## config.mk

```make
export PLATFORM = sky130hd
export DESIGN_NAME = nc_coordinate_word_parser
export DESIGN_NICKNAME = d
export VERILOG_FILES = /design/src/design/ncwp_pkg.sv /design/src/design/nc_coordinate_word_parser.sv /design/src/design/ncwp_word.sv /design/src/design/ncwp_scale.sv
export SDC_FILE = /design/constraint.sdc
export NUM_CORES = 1
export LEC_CHECK = 0
export BUFFER_PORTS_ARGS = -buffer_cell sky130_fd_sc_hd__buf_2
export CAP_MARGIN = 20
export CORE_UTILIZATION = 40
export DETAILED_ROUTE_END_ITERATION = 10
export SETUP_SLACK_MARGIN = 0.05
export SLEW_MARGIN = 40
export SYNTH_ARGS = -nofsm -noshare
export SYNTH_HDL_FRONTEND = slang
export SYNTH_HIERARCHICAL = 1
export SYNTH_SLANG_ARGS = --single-unit
```

## constraint.sdc

```tcl
create_clock -name i_clk -period 12 [get_ports i_clk]
set_input_delay 1.8 -clock i_clk [delete_from_list [all_inputs] [get_ports i_clk]]
set_output_delay 1.8 -clock i_clk [all_outputs]
set_load 0.02 [all_outputs]
```

## src/design/ncwp_pkg.sv

```systemverilog
// ncwp_pkg: shared types, character codes and numeric limits of the nc coordinate word parser
// no dependencies
package ncwp_pkg;

    localparam int WORD_CHARS_DEF = 79;

    localparam int BYTE_W  = 8;
    localparam int ACC_W   = 40;          // holds the accumulator cap of 10^12
    localparam int MAG_W   = 30;          // holds 10^9
    localparam int VAL_W   = 31;          // signed micrometres
    localparam int SPEED_W = 16;

    localparam logic [BYTE_W-1:0] CHAR_LF    = 8'h0a;
    localparam logic [BYTE_W-1:0] CHAR_CR    = 8'h0d;
    localparam logic [BYTE_W-1:0] CHAR_MINUS = 8'h2d;
    localparam logic [BYTE_W-1:0] CHAR_POINT = 8'h2e;
    localparam logic [BYTE_W-1:0] CHAR_0     = 8'h30;
    localparam logic [BYTE_W-1:0] CHAR_9     = 8'h39;
    localparam logic [BYTE_W-1:0] CHAR_N     = 8'h4e;
    localparam logic [BYTE_W-1:0] CHAR_X     = 8'h58;
    localparam logic [BYTE_W-1:0] CHAR_Y     = 8'h59;
    localparam logic [BYTE_W-1:0] CHAR_Z     = 8'h5a;

    localparam logic [ACC_W-1:0] ACC_CAP = 40'd1000000000000;
    localparam logic [MAG_W-1:0] MAG_MAX = 30'd1000000000;

    // saturation limits on the accumulator for 0..3 fraction digits
    localparam logic [ACC_W-1:0] LIM_FRAC0 = 40'd1000000;
    localparam logic [ACC_W-1:0] LIM_FRAC1 = 40'd10000000;
    localparam logic [ACC_W-1:0] LIM_FRAC2 = 40'd100000000;
    localparam logic [ACC_W-1:0] LIM_FRAC3 = 40'd1000000000;

    localparam logic [SPEED_W-1:0] SPEED_RESET = 16'd1800;

    typedef enum logic [0:0] {
        CFG_DRILL  = 1'b0,
        CFG_TRAVEL = 1'b1
    } t_cfg_index;

    typedef enum logic [0:0] {
        EV_MOVE  = 1'b0,
        EV_SPEED = 1'b1
    } t_event_kind;

    typedef enum logic [4:0] {
        WS_IDLE = 5'b00001,
        WS_X    = 5'b00010,
        WS_Y    = 5'b00100,
        WS_Z    = 5'b01000,
        WS_N    = 5'b10000
    } t_word_state;

    // number word as it stands before the current byte
    typedef struct packed {
        logic              close;
        t_word_state       axis;
        logic              digit;
        logic              minus;
        logic [1:0]        frac;
        logic [ACC_W-1:0]  acc;
    } t_word_info;

endpackage

```

## src/design/nc_coordinate_word_parser.sv

```systemverilog
// nc_coordinate_word_parser: top level of the nc text coordinate parser
// depends on ncwp_pkg, ncwp_word, ncwp_scale
//
// The block reads nc program text one byte per item and tracks X, Y and Z targets in
// micrometres. A letter X, Y, Z or N opens a number word of minus, digits and point; the
// first other byte closes it, and a closing X, Y or Z opens the next word straight away.
// The decimal value is converted exactly to micrometres (three fraction digits kept,
// truncated toward zero, saturating at +-1000000000). A word without a digit reuses the
// last parsed value; N values only update that value. A closing Z word at or above zero
// switches the feed to travel_speed, below zero to drill_speed, and reports the change
// once as a speed item. A LF directly after a CR reports a move item with the held
// targets and current feed; a LF that also closes a Z word reports only the move.
// Timing: one byte per cycle while no byte with a result waits on a full, stalled output.
// A byte is held in the input register, is parsed there by the word tracker and scaler,
// and its result (if any) lands in the output register, from which it is offered.
// The output register lets parsing continue while a result waits; only a byte that
// produces a result waits for a full output register to drain.
// Configuration writes are always ready and take effect at once; they should be made
// while no item is in flight.
module nc_coordinate_word_parser
    import ncwp_pkg::*;
#(
    parameter int WORD_CHARS = WORD_CHARS_DEF
) (
    input  logic                      i_clk,
    input  logic                      i_rst_n,
    // byte input
    input  logic                      i_valid,
    output logic                      o_stall,
    input  logic [BYTE_W-1:0]         i_text_byte,
    // result output
    output logic                      o_valid,
    input  logic                      i_stall,
    output logic                      o_event_kind,
    output logic signed [VAL_W-1:0]   o_target_x,
    output logic signed [VAL_W-1:0]   o_target_y,
    output logic signed [VAL_W-1:0]   o_target_z,
    output logic [SPEED_W-1:0]        o_feed_speed,
    // configuration writes
    input  logic                      i_cfg_valid,
    output logic                      o_cfg_ready,
    input  logic [0:0]                i_cfg_index,
    input  logic [SPEED_W-1:0]        i_cfg_data
);

    // input register
    logic                     r_in_valid;
    logic [BYTE_W-1:0]        r_in_byte;

    // configuration and held state
    logic [SPEED_W-1:0]       r_drill;
    logic [SPEED_W-1:0]       r_travel;
    logic [SPEED_W-1:0]       r_cur_speed;
    logic                     r_prev_cr;
    logic signed [VAL_W-1:0]  r_last;
    logic signed [VAL_W-1:0]  r_hold_x;
    logic signed [VAL_W-1:0]  r_hold_y;
    logic signed [VAL_W-1:0]  r_hold_z;

    // output register
    logic                     r_out_valid;
    t_event_kind              r_out_kind, n_out_kind;
    logic signed [VAL_W-1:0]  r_out_x, n_out_x;
    logic signed [VAL_W-1:0]  r_out_y, n_out_y;
    logic signed [VAL_W-1:0]  r_out_z, n_out_z;
    logic [SPEED_W-1:0]       r_out_feed, n_out_feed;

    t_word_info               w_info;
    logic signed [VAL_W-1:0]  w_scaled;
    logic signed [VAL_W-1:0]  w_value;
    logic                     w_advance;
    logic                     w_accept;
    logic                     w_move;
    logic                     w_speed_chg;
    logic                     w_has_result;
    logic [SPEED_W-1:0]       w_new_speed;
    logic                     w_cfg_write;

    ncwp_word #(
        .WORD_CHARS (WORD_CHARS)
    ) u_word (
        .i_clk       (i_clk),
        .i_rst_n     (i_rst_n),
        .i_step      (w_advance),
        .i_text_byte (r_in_byte),
        .o_info      (w_info)
    );

    ncwp_scale u_scale (
        .i_acc   (w_info.acc),
        .i_frac  (w_info.frac),
        .i_minus (w_info.minus),
        .o_value (w_scaled)
    );

    // word value: fresh conversion, or the last one when no digit came
    assign w_value = w_info.digit ? w_scaled : r_last;

    assign w_move      = (r_in_byte == CHAR_LF) && r_prev_cr;
    // z at or above zero wants travel speed, below zero leaves travel for drill
    assign w_speed_chg = w_info.close && (w_info.axis == WS_Z) &&
                         (w_value[VAL_W-1] ? (r_cur_speed == r_travel)
                                           : (r_cur_speed != r_travel));
    assign w_new_speed  = w_value[VAL_W-1] ? r_drill : r_travel;
    assign w_has_result = w_move || w_speed_chg;

    // a byte without a result never waits on the output side
    assign w_advance = r_in_valid && (!r_out_valid || !i_stall || !w_has_result);
    assign o_stall   = r_in_valid && !w_advance;
    assign w_accept  = i_valid && !o_stall;

    assign o_cfg_ready = 1'b1;
    assign w_cfg_write = i_cfg_valid && o_cfg_ready;

    always_comb begin
        if (w_move) begin
            // move carries the targets as held before this byte
            n_out_kind = EV_MOVE;
            n_out_x    = r_hold_x;
            n_out_y    = r_hold_y;
            n_out_z    = r_hold_z;
            n_out_feed = r_cur_speed;
        end else begin
            n_out_kind = EV_SPEED;
            n_out_x    = r_hold_x;
            n_out_y    = r_hold_y;
            n_out_z    = w_value;
            n_out_feed = w_new_speed;
        end
    end

    // input register
    always_ff @(posedge i_clk) begin
        if (!i_rst_n) begin
            r_in_valid <= 1'b0;
        end else if (w_accept) begin
            r_in_valid <= 1'b1;
        end else if (w_advance) begin
            r_in_valid <= 1'b0;
        end
    end

    always_ff @(posedge i_clk) begin
        if (w_accept) begin
            r_in_byte <= i_text_byte;
        end
    end

    // speed registers
    always_ff @(posedge i_clk) begin
        if (!i_rst_n) begin
            r_drill  <= SPEED_RESET;
            r_travel <= SPEED_RESET;
        end else if (w_cfg_write) begin
            case (t_cfg_index'(i_cfg_index))
                CFG_DRILL:  r_drill  <= i_cfg_data;
                CFG_TRAVEL: r_travel <= i_cfg_data;
                default:    r_drill  <= r_drill;
            endcase
        end
    end

    // held targets, last value and feed
    always_ff @(posedge i_clk) begin
        if (!i_rst_n) begin
            r_prev_cr   <= 1'b0;
            r_last      <= '0;
            r_hold_x    <= '0;
            r_hold_y    <= '0;
            r_hold_z    <= '0;
            r_cur_speed <= SPEED_RESET;
        end else if (w_advance) begin
            r_prev_cr <= (r_in_byte == CHAR_CR);
            if (w_info.close) begin
                if (w_info.digit) begin
                    r_last <= w_scaled;
                end
                case (w_info.axis)
                    WS_X:    r_hold_x <= w_value;
                    WS_Y:    r_hold_y <= w_value;
                    WS_Z:    r_hold_z <= w_value;
                    default: r_hold_x <= r_hold_x;
                endcase
                if (w_speed_chg) begin
                    r_cur_speed <= w_new_speed;
                end
            end
        end
    end

    // output register
    always_ff @(posedge i_clk) begin
        if (!i_rst_n) begin
            r_out_valid <= 1'b0;
        end else if (w_advance && w_has_result) begin
            r_out_valid <= 1'b1;
        end else if (!i_stall) begin
            r_out_valid <= 1'b0;
        end
    end

    always_ff @(posedge i_clk) begin
        if (w_advance && w_has_result) begin
            r_out_kind <= n_out_kind;
            r_out_x    <= n_out_x;
            r_out_y    <= n_out_y;
            r_out_z    <= n_out_z;
            r_out_feed <= n_out_feed;
        end
    end

    assign o_valid      = r_out_valid;
    assign o_event_kind = r_out_kind;
    assign o_target_x   = r_out_x;
    assign o_target_y   = r_out_y;
    assign o_target_z   = r_out_z;
    assign o_feed_speed = r_out_feed;

    // a pending speed item always matches the feed in force
    a_speed_feed : assert property (@(posedge i_clk) disable iff (!i_rst_n)
        (r_out_valid && r_out_kind == EV_SPEED) |-> (r_out_feed == r_cur_speed))
        else $error("speed item feed differs from current feed");

    // converted X and Z targets stay inside the saturation range
    a_target_range : assert property (@(posedge i_clk) disable iff (!i_rst_n)
        r_out_valid |-> (r_out_z <= $signed({1'b0, MAG_MAX}) &&
                         r_out_z >= -$signed({1'b0, MAG_MAX}) &&
                         r_out_x <= $signed({1'b0, MAG_MAX}) &&
                         r_out_x >= -$signed({1'b0, MAG_MAX})))
        else $error("target outside saturation range");

    // a new result only comes from a byte held in the input register
    a_result_source : assert property (@(posedge i_clk) disable iff (!i_rst_n)
        (w_advance && w_has_result) |=> (r_out_valid && $past(r_in_valid)))
        else $error("result register loaded without a byte");

endmodule

```

## src/design/ncwp_word.sv

```systemverilog
// ncwp_word: number word tracker, letter decode and decimal accumulator
// depends on ncwp_pkg
module ncwp_word
    import ncwp_pkg::*;
#(
    parameter int WORD_CHARS = WORD_CHARS_DEF
) (
    input  logic              i_clk,
    input  logic              i_rst_n,
    input  logic              i_step,
    input  logic [BYTE_W-1:0] i_text_byte,
    output t_word_info        o_info
);

    localparam int CNT_W = $clog2(WORD_CHARS + 1);

    t_word_state        r_state, n_state;
    logic [ACC_W-1:0]   r_acc, n_acc;
    logic               r_minus, n_minus;
    logic               r_point, n_point;
    logic [1:0]         r_frac, n_frac;
    logic               r_digit, n_digit;
    logic               r_stop, n_stop;
    logic [CNT_W-1:0]   r_cnt, n_cnt;

    logic               w_is_digit;
    logic               w_is_num;
    logic [ACC_W+3:0]   w_acc10;

    function automatic t_word_state letter_state(input logic [BYTE_W-1:0] c,
                                                 input logic allow_n);
        t_word_state s;
        s = WS_IDLE;
        if (c == CHAR_X) begin
            s = WS_X;
        end else if (c == CHAR_Y) begin
            s = WS_Y;
        end else if (c == CHAR_Z) begin
            s = WS_Z;
        end else if (c == CHAR_N && allow_n) begin
            s = WS_N;
        end
        return s;
    endfunction

    assign w_is_digit = i_text_byte inside {[CHAR_0:CHAR_9]};
    assign w_is_num   = w_is_digit || (i_text_byte == CHAR_MINUS) || (i_text_byte == CHAR_POINT);
    // acc * 10 + digit, digit is the low nibble of an ascii digit
    assign w_acc10 = {r_acc, 3'b000} + {2'b00, r_acc, 1'b0} + {(ACC_W)'(0), i_text_byte[3:0]};

    always_comb begin
        n_state = r_state;
        n_acc   = r_acc;
        n_minus = r_minus;
        n_point = r_point;
        n_frac  = r_frac;
        n_digit = r_digit;
        n_stop  = r_stop;
        n_cnt   = r_cnt;
        if (r_state == WS_IDLE || !w_is_num) begin
            // open a new word, or go idle
            n_state = letter_state(i_text_byte, r_state == WS_IDLE);
            n_acc   = '0;
            n_minus = 1'b0;
            n_point = 1'b0;
            n_frac  = '0;
            n_digit = 1'b0;
            n_stop  = 1'b0;
            n_cnt   = '0;
        end else if (r_cnt >= CNT_W'(WORD_CHARS)) begin
            n_stop = 1'b1;
        end else begin
            n_cnt = r_cnt + 1'b1;
            if (!r_stop) begin
                if (i_text_byte == CHAR_MINUS) begin
                    if (r_cnt == '0) begin
                        n_minus = 1'b1;
                    end else begin
                        n_stop = 1'b1;
                    end
                end else if (i_text_byte == CHAR_POINT) begin
                    if (r_point) begin
                        n_stop = 1'b1;
                    end else begin
                        n_point = 1'b1;
                    end
                end else begin
                    n_digit = 1'b1;
                    if (!(r_point && r_frac == 2'd3)) begin
                        if (r_point) begin
                            n_frac = r_frac + 1'b1;
                        end
                        if (w_acc10 > {4'b0000, ACC_CAP}) begin
                            n_acc = ACC_CAP;
                        end else begin
                            n_acc = w_acc10[ACC_W-1:0];
                        end
                    end
                end
            end
        end
    end

    always_ff @(posedge i_clk) begin
        if (!i_rst_n) begin
            r_state <= WS_IDLE;
            r_acc   <= '0;
            r_minus <= 1'b0;
            r_point <= 1'b0;
            r_frac  <= '0;
            r_digit <= 1'b0;
            r_stop  <= 1'b0;
            r_cnt   <= '0;
        end else if (i_step) begin
            r_state <= n_state;
            r_acc   <= n_acc;
            r_minus <= n_minus;
            r_point <= n_point;
            r_frac  <= n_frac;
            r_digit <= n_digit;
            r_stop  <= n_stop;
            r_cnt   <= n_cnt;
        end
    end

    assign o_info.close = (r_state != WS_IDLE) && !w_is_num;
    assign o_info.axis  = r_state;
    assign o_info.digit = r_digit;
    assign o_info.minus = r_minus;
    assign o_info.frac  = r_frac;
    assign o_info.acc   = r_acc;

endmodule

```

## src/design/ncwp_scale.sv

```systemverilog
// ncwp_scale: turns an accumulated decimal word into signed micrometres with saturation
// depends on ncwp_pkg
module ncwp_scale
    import ncwp_pkg::*;
(
    input  logic [ACC_W-1:0]        i_acc,
    input  logic [1:0]              i_frac,
    input  logic                    i_minus,
    output logic signed [VAL_W-1:0] o_value
);

    logic [ACC_W-1:0] w_lim;
    logic [ACC_W-1:0] w_low;
    logic [ACC_W-1:0] w_prod;
    logic [MAG_W-1:0] w_mag;
    logic             w_sat;

    // low bits only matter when the value is below the limit
    assign w_low = {(ACC_W-MAG_W)'(0), i_acc[MAG_W-1:0]};

    always_comb begin
        case (i_frac)
            2'd0: begin
                w_lim  = LIM_FRAC0;
                w_prod = (w_low << 10) - (w_low << 4) - (w_low << 3);   // x1000
            end
            2'd1: begin
                w_lim  = LIM_FRAC1;
                w_prod = (w_low << 6) + (w_low << 5) + (w_low << 2);    // x100
            end
            2'd2: begin
                w_lim  = LIM_FRAC2;
                w_prod = (w_low << 3) + (w_low << 1);                   // x10
            end
            default: begin
                w_lim  = LIM_FRAC3;
                w_prod = w_low;
            end
        endcase
    end

    assign w_sat   = i_acc > w_lim;
    assign w_mag   = w_sat ? MAG_MAX : w_prod[MAG_W-1:0];
    assign o_value = i_minus ? -$signed({1'b0, w_mag}) : $signed({1'b0, w_mag});

endmodule
```

==> results.md, run 1 <==
* Outcome: complete, no violations
* Total routed wirelength at 81500 um
* DRC viols at 0
* Final #Nets at 3218
* Clock Sink Count at 351
* Num CTS Buffers at 38
* First-pass GRT wire length at 126400 um
* Cells after synthesis at 2896
* Routed Antenna Nets at 0
* Total track usage at 24.95%
* Antenna violations before repair at 0
* Setup TNS at 0 ps
* Via count at 22771
* Hold Slack at 432.8 ps
* Achievable Freq at 105.7 MHz
* TritonCTS clock tree: done
* Hold Fails Final Rpt at 0
* Pin count of the biggest net entering global routing at 101
* Critical Path RT at 10200 ps
* Syn_nets at 3167
* Clock slew at reported path FFs at 60 ps
* Synth unique cells at 109
* Worst Skew at 22.87 ps
* Detailed Routing Iterations Pass 1 at 8
* Data arrival, critical path at 7660 ps
* Vias in the first global route at 21899
* Unrepaired setup endpoints after global routing: false
* Area of the die at 64370 sq um
* Number of max-cap violations at 0
* Top_reg_cell synth: dfxtp_1
* I/O pin cnt at 143
* Rel. slew slack at 44.78%
* Via/cell ratio at 5.970
* Hold WC Path Type: reg -> reg
* Utilization after layout at 45.06%
* CP Capture Type: output port
* Final Cycle Share at 78.87%
* Max IR drop VDD at 0.0001005 V
* Post-DR wirelength/cell at 21.37 um
* Die Height at 253.7 um
* Share of the yosys chip area belonging to registers at 32.39%
* Setup CP Type: reg -> out
* Final Max Slew Viols at 0
* Static leakage at 12.07 nW
* # setup viols final at 0
* Clock Path Buffers at 3
* Setup Fix Bufs, Post-CTS at 0
* Core Region at 62170 sq um
* Gpl congestion at 0.9876
* Starting Density at 40.77%
* Commonest non-fill, non-tap cell in the layout: nand2_1
* Iteration-0 DRC Markers at 1783
* Synth Register Bits at 351
* Ys Warns at 6
* DP HPWL at 59960 um
* Crit-path max FO at 27
* Mean Syn Cell Area at 8.751 sq um
* Tightest Pin Transition at 805.3 ps
* Overall power at 2.562 mW
* Grt ovf at 0
* Setup crit start kind: flip-flop
* Min Tclk post-route at 9464 ps
* Die X at 253.7 um
* Clock latency on the worst-skew pair at 560 ps
* Most frequent cells in the layout: 395 x nand2_1, 231 x dfxtp_1, 204 x a21oi_1
* Layout cells sized above 1 at 10.41%
* Power Dens Cells at 91.46 nW/um^2
* Post-synth EDFFs at 118
* CTS H-Tree Depth at 2
* # rows at 91
* # diodes at 0
* # hold bufs at CTS at 0
* Area grow syn2layout at 10.53%
* I/O Buffers at 141
* CTS Root Buffer Type: clkbuf_16
* CTS resizes at 0
* Mapped cell area at 25340 sq um
* Asr flop ratio synth at 0%
==> cell families after synthesis <==
| logic type | share of synthesized area, % |
|---|---|
| compound gates | 25.67 |
| xor+xnor | 3.727 |
| fa+ha+maj | 13.26 |
| buf+inv | 4.646 |
| flops | 32.39 |
| mux | 2.750 |
| other cells | 0.01480 |
| simple gates | 17.54 |
==> per-layer routing <==
layer / part of all wire (%) / vias up / GRT usage (%)
met4: 2.9 / 0 / 7.573
met2: 47 / 687 / 41.50
li1: - / 10817 / -
met1: 45 / 11121 / 33.62
met3: 5.2 / 146 / 3.165
met5: 0 / - / 0
==> worst max-delay path, cell delays in order (launching register included) <==
cell and delay (ps):
dfxtp_1 510, ha_1 200, buf_4 350, inv_1 470
ha_1 470, nand4_1 150, nor3_1 410, nand3_1 120
and2_1 200, or2_4 380, a221oi_1 640, o211ai_1 390
a211oi_1 420, nand4_1 220, or4_1 520, o21a_1 260
mux2_2 550, xnor2_2 230, o21a_1 270, nor2_1 120
buf_2 190
==> layout make-up <==
type	instances	area (sq um)
clock buffers	51	1070
clock inverters	19	224.0
fillers	6049	34160
inverters	113	424.2
multi-input cells	2263	16020
flip-flops and latches	351	8210
well taps	837	1047
repair buffers	180	1016
==> synthesized netlist by cell type, types with 36 or more instances <==
cell type | number | area share (%)
xor2_1 | 57 | 2.0
a21oi_1 | 204 | 4.0
nand4_1 | 54 | 1.3
o211ai_1 | 64 | 1.9
edfxtp_1 | 118 | 14
xnor2_1 | 49 | 1.7
nor3_1 | 36 | 0.71
a21boi_0 | 64 | 1.9
nand3_1 | 70 | 1.4
inv_1 | 111 | 1.6
dfxtp_1 | 233 | 18
o21ai_0 | 148 | 2.9
clkbuf_1 | 135 | 2.0
a21o_1 | 43 | 1.3
nand2_1 | 396 | 5.9
ha_1 | 195 | 9.6
mux2i_1 | 64 | 2.5
nor2_1 | 180 | 2.7
o211a_1 | 67 | 2.6
fa_1 | 46 | 3.6
==> metrics by stage <==
stage	worst slack, ps	cell area [sq um]	std cells
2_1_floorplan	1140	25340	2896
3_3_place_gp	3083	26690	3744
3_5_place_dp	3273	26700	3744
4_1_cts	2647	28000	3814
5_1_grt	2301	28010	3814
6_report	2536	28010	3814
==> where the power goes <==
group / internal, mW / switching, mW / leakage (nW)
combinational: 0.0382 / 0.0762 / 8.57
clock: 0.700 / 0.505 / 0.626
sequential: 1.23 / 0.00942 / 2.88
total: 1.97 / 0.590 / 12.1
==> registers in the layout (all words and copies together) (netlist names), 7 cells and up <==
| signal | cells |
|---|---|
| u_word/r_acc | 40 |
| n_out_x | 31 |
| n_out_y | 31 |
| o_target_x | 31 |
| o_target_y | 31 |
| o_target_z | 31 |
| r_hold_z | 31 |
| r_last | 31 |
| o_feed_speed | 16 |
| r_cur_speed | 16 |
| r_drill | 16 |
| r_travel | 16 |
| r_in_byte | 8 |
| u_word/r_cnt | 7 |
==> worst paths after layout <==
path	startpoint	endpoint	slack, ps	cells past startpoint
setup / recovery	u_word/r_frac[0]$_SDFFE_PN0P_	o_stall	2540	20
setup reg to reg	u_word/r_frac[0]$_SDFFE_PN0P_	u_word/r_acc[9]$_SDFFE_PN0P_	3050	26
hold / removal	n_out_x[26]$_SDFFE_PN0P_	o_target_x[26]$_DFFE_PP_	430	0
hold reg to reg	n_out_x[26]$_SDFFE_PN0P_	o_target_x[26]$_DFFE_PP_	430	0
No activity file was read; power rests on OpenSTA's default activity.
==> run 2: changes to the inputs <==
==> constraint.sdc (replaced) <==
create_clock -name i_clk -period 7.8 [get_ports i_clk]
set_input_delay 1.17 -clock i_clk [delete_from_list [all_inputs] [get_ports i_clk]]
set_output_delay 1.17 -clock i_clk [all_outputs]
set_load 0.02 [all_outputs]
==> results.md, run 2 (synthesis results as in run 1) <==
* Setup CP Type: reg -> out
* Clock Path Buffers at 3 (unchanged)
* Clock slew at reported path FFs at 60 ps (about the same)
* Worst path top cell family by delay: compound AO/OA/AOI/OAI gates
* CTS Root Buffer Type: clkbuf_16
* Register area at 8220 sq um (+0.12%)
* Hold path startpoint: n_out_y[8]$_SDFFE_PN0P_
* Number of max-cap violations at 0 (unchanged)
* Total track usage at 24.91% (-0.039 points)
* Static leakage at 12.25 nW (+1.5%)
* Setup crit start kind: flip-flop
* Max IR drop VDD at 0.0001535 V (+53%)
* Biggest register: u_word/r_acc
* Rel. slew slack at 42.28% (-2.5 points)
* Final Max Slew Viols at 0 (unchanged)
* Worst Skew at 20.20 ps (-2.671 ps)
* Via/cell ratio at 5.930 (-0.68%)
* CP Cell Sequence: buf_4, fa_1, ha_1, inv_1, fa_1, nand2b_1, a21oi_2, o211ai_1, a21o_1, a311o_1, a221o_1, or3_4, nor3_4, nand4_1, or4_1, o21a_1, mux2_2, xnor2_2, o21a_2, nor2_2, buf_2
* I/O Buffers at 141 (unchanged)
* Hold Crit Depth at 0 (unchanged)
* Overall power at 3.919 mW (+53%)
* Clock Sink Count at 351 (unchanged)
* Hold Fails Final Rpt at 0 (unchanged)
* Routed Antenna Nets at 0 (unchanged)
* Hold WC Path Type: reg -> reg
* Gpl congestion at 0.9698 (-1.8%)
* Area of the die at 64370 sq um (unchanged)
* # setup viols final at 0 (unchanged)
* I/O pin cnt at 143 (unchanged)
* TritonCTS clock tree: done
* # diodes at 0 (unchanged)
* Min Tclk post-route at 7506 ps
* Critical Path RT at 6630 ps (-3570 ps)
* Design area at 28310 sq um (+1.1%)
* Clock latency on the worst-skew pair at 550 ps (about the same)
* Commonest non-fill, non-tap cell in the layout: nand2_1
* Crit-path max FO at 13 (-52%)
* Worst min-delay path endpoint: o_target_y[8]$_DFFE_PP_
* Fill count at 6114 (+1.1%)
* Antenna violations before repair at 0 (unchanged)
* Total routed wirelength at 81450 um (about the same)
* Most frequent cells in the layout: 395 x nand2_1, 223 x dfxtp_1, 201 x a21oi_1
* Die X at 253.7 um (unchanged)
* CP dominant cell by count: fa_1
* Outcome: complete, no violations
* Post-DP Area at 26890 sq um (+0.71%)
* Area grow syn2layout at 11.72%
* Iteration-0 DRC Markers at 1546 (-13%)
* CTS H-Tree Depth at 2 (unchanged)
* Unrepaired setup endpoints after global routing: false
* Reg2reg path depth at 26 (unchanged)
* DRC viols at 0 (unchanged)
* Num CTS Buffers at 39 (+2.6%)
* Achievable Freq at 133.2 MHz
* Worst R2R End: u_word/r_acc[13]$_SDFFE_PN0P_
* Power Dens Cells at 138.4 nW/um^2 (+51%)
* Reg-to-reg startpoint: u_word/r_acc[0]$_SDFFE_PN0P_
* Final #Nets at 3247 (+0.90%)
* Number of flip-flops in the largest register at 40 (unchanged)
* Tightest Pin Transition at 864.6 ps (+59.26 ps)
* Data arrival, critical path at 6340 ps (-1320 ps)
* # rows at 91 (unchanged)
* DP HPWL at 61800 um (+3.1%)
* Crit path largest cell delay at 550 ps (-90 ps)
* WP buf/inv at 3 (unchanged)
* Setup TNS at 0 ps (unchanged)
* Starting Density at 40.77% (unchanged)
* First-pass GRT wire length at 126800 um (+0.36%)
* Critical path's slowest cell: fa_1
* Die Height at 253.7 um (unchanged)
* Layout cells sized above 1 at 12.04% (+1.6 points)
* Core Region at 62170 sq um (unchanged)
* Detailed Routing Iterations Pass 1 at 7 (-1)
* Area of the multi-input gates at 16080 sq um (+0.37%)
* Final Cycle Share at 96.23%
* Post-DR wirelength/cell at 21.19 um (-0.81%)
* Vias in the first global route at 22078 (+0.82%)
* Flop2flop setup slack at 780 ps (-2270 ps)
* Pin count of the biggest net entering global routing at 110 (+8.9%)
* Via count at 22788 (+0.075%)
* Grt ovf at 0 (unchanged)
* CP Capture Type: output port
## run 2: cell count changes in the layout (fill, tap and decap cells not counted), moves of 3 or more
| cell | previous run | this run |
|---|---|---|
| a21oi_2 | 1 | 4 |
| clkinv_1 | 7 | 4 |
| o21ai_1 | 17 | 22 |
| bufinv_16 | 3 | 0 |
| dfxtp_2 | 2 | 10 |
| o21ai_0 | 148 | 143 |
| clkbuf_8 | 7 | 13 |
| dfxtp_1 | 231 | 223 |
| buf_4 | 36 | 62 |
| a21oi_1 | 204 | 201 |
## run 2: how the worst max path moves through the flow
stage / from / to / cells past startpoint
2_1_floorplan: u_word/r_frac[0]$_SDFFE_PN0P_ / o_event_kind$_DFFE_PP_ / 28
3_3_place_gp: u_word/r_acc[6]$_SDFFE_PN0P_ / o_stall / 18
3_5_place_dp: u_word/r_acc[6]$_SDFFE_PN0P_ / u_word/r_acc[13]$_SDFFE_PN0P_ / 24
4_1_cts: u_word/r_frac[0]$_SDFFE_PN0P_ / o_stall / 26
5_1_grt: u_word/r_acc[0]$_SDFFE_PN0P_ / o_stall / 21
6_report: u_word/r_acc[0]$_SDFFE_PN0P_ / o_stall / 21
## run 2: where the power goes
group	leakage, nW	internal [mW]	total (mW)	switching (mW)
sequential	2.88	1.90	1.91	0.0148
clock	0.638	1.07	1.82	0.758
combinational	8.73	0.0618	0.181	0.119
total	12.2	3.03	3.92	0.892
## run 2: area by class of cell
class                           instances  share of cell area, %
Clock buffer                           57                  4.220
Clock inverter                         14                 0.3359
Inverter                              113                  1.498
Multi-Input combinational cell       2263                  56.79
Sequential cell                       351                  29.03
Tap cell                              837                  3.699
Timing Repair Buffer                  208                  4.419
## run 2: timing repair
action | 4_1_cts | 5_1_grt
setup endpoints to repair | 1 | 8
hold buffers | 0 | 0
gates resized for setup | 6 | 28
setup buffers | 0 | 4
pin swaps | 0 | 6
## run 2: stage by stage
step	setup slack (ps)	hold slack (ps)	instances	utilization, %
detailed placement	370.2	416.8	3768	43.26
finish	294.4	429.9	3843	45.54
floorplan	61.30	409.0	2896	-
global placement	435.4	415.1	3768	43.24
CTS	92.10	426.9	3839	45.36
global route	55.72	439.0	3843	45.54
## run 2: per-layer routing
layer  part of all wire, %  wire length, um  global-route usage (%)  up-vias
li1                      -                -                       -    10875
met1                    44            36180                   33.62    11096
met2                    47            38610                   41.73      693
met3                   5.4             4382                   2.827      124
met4                   2.8             2277                   7.332        0
met5                     0                0                       0        -
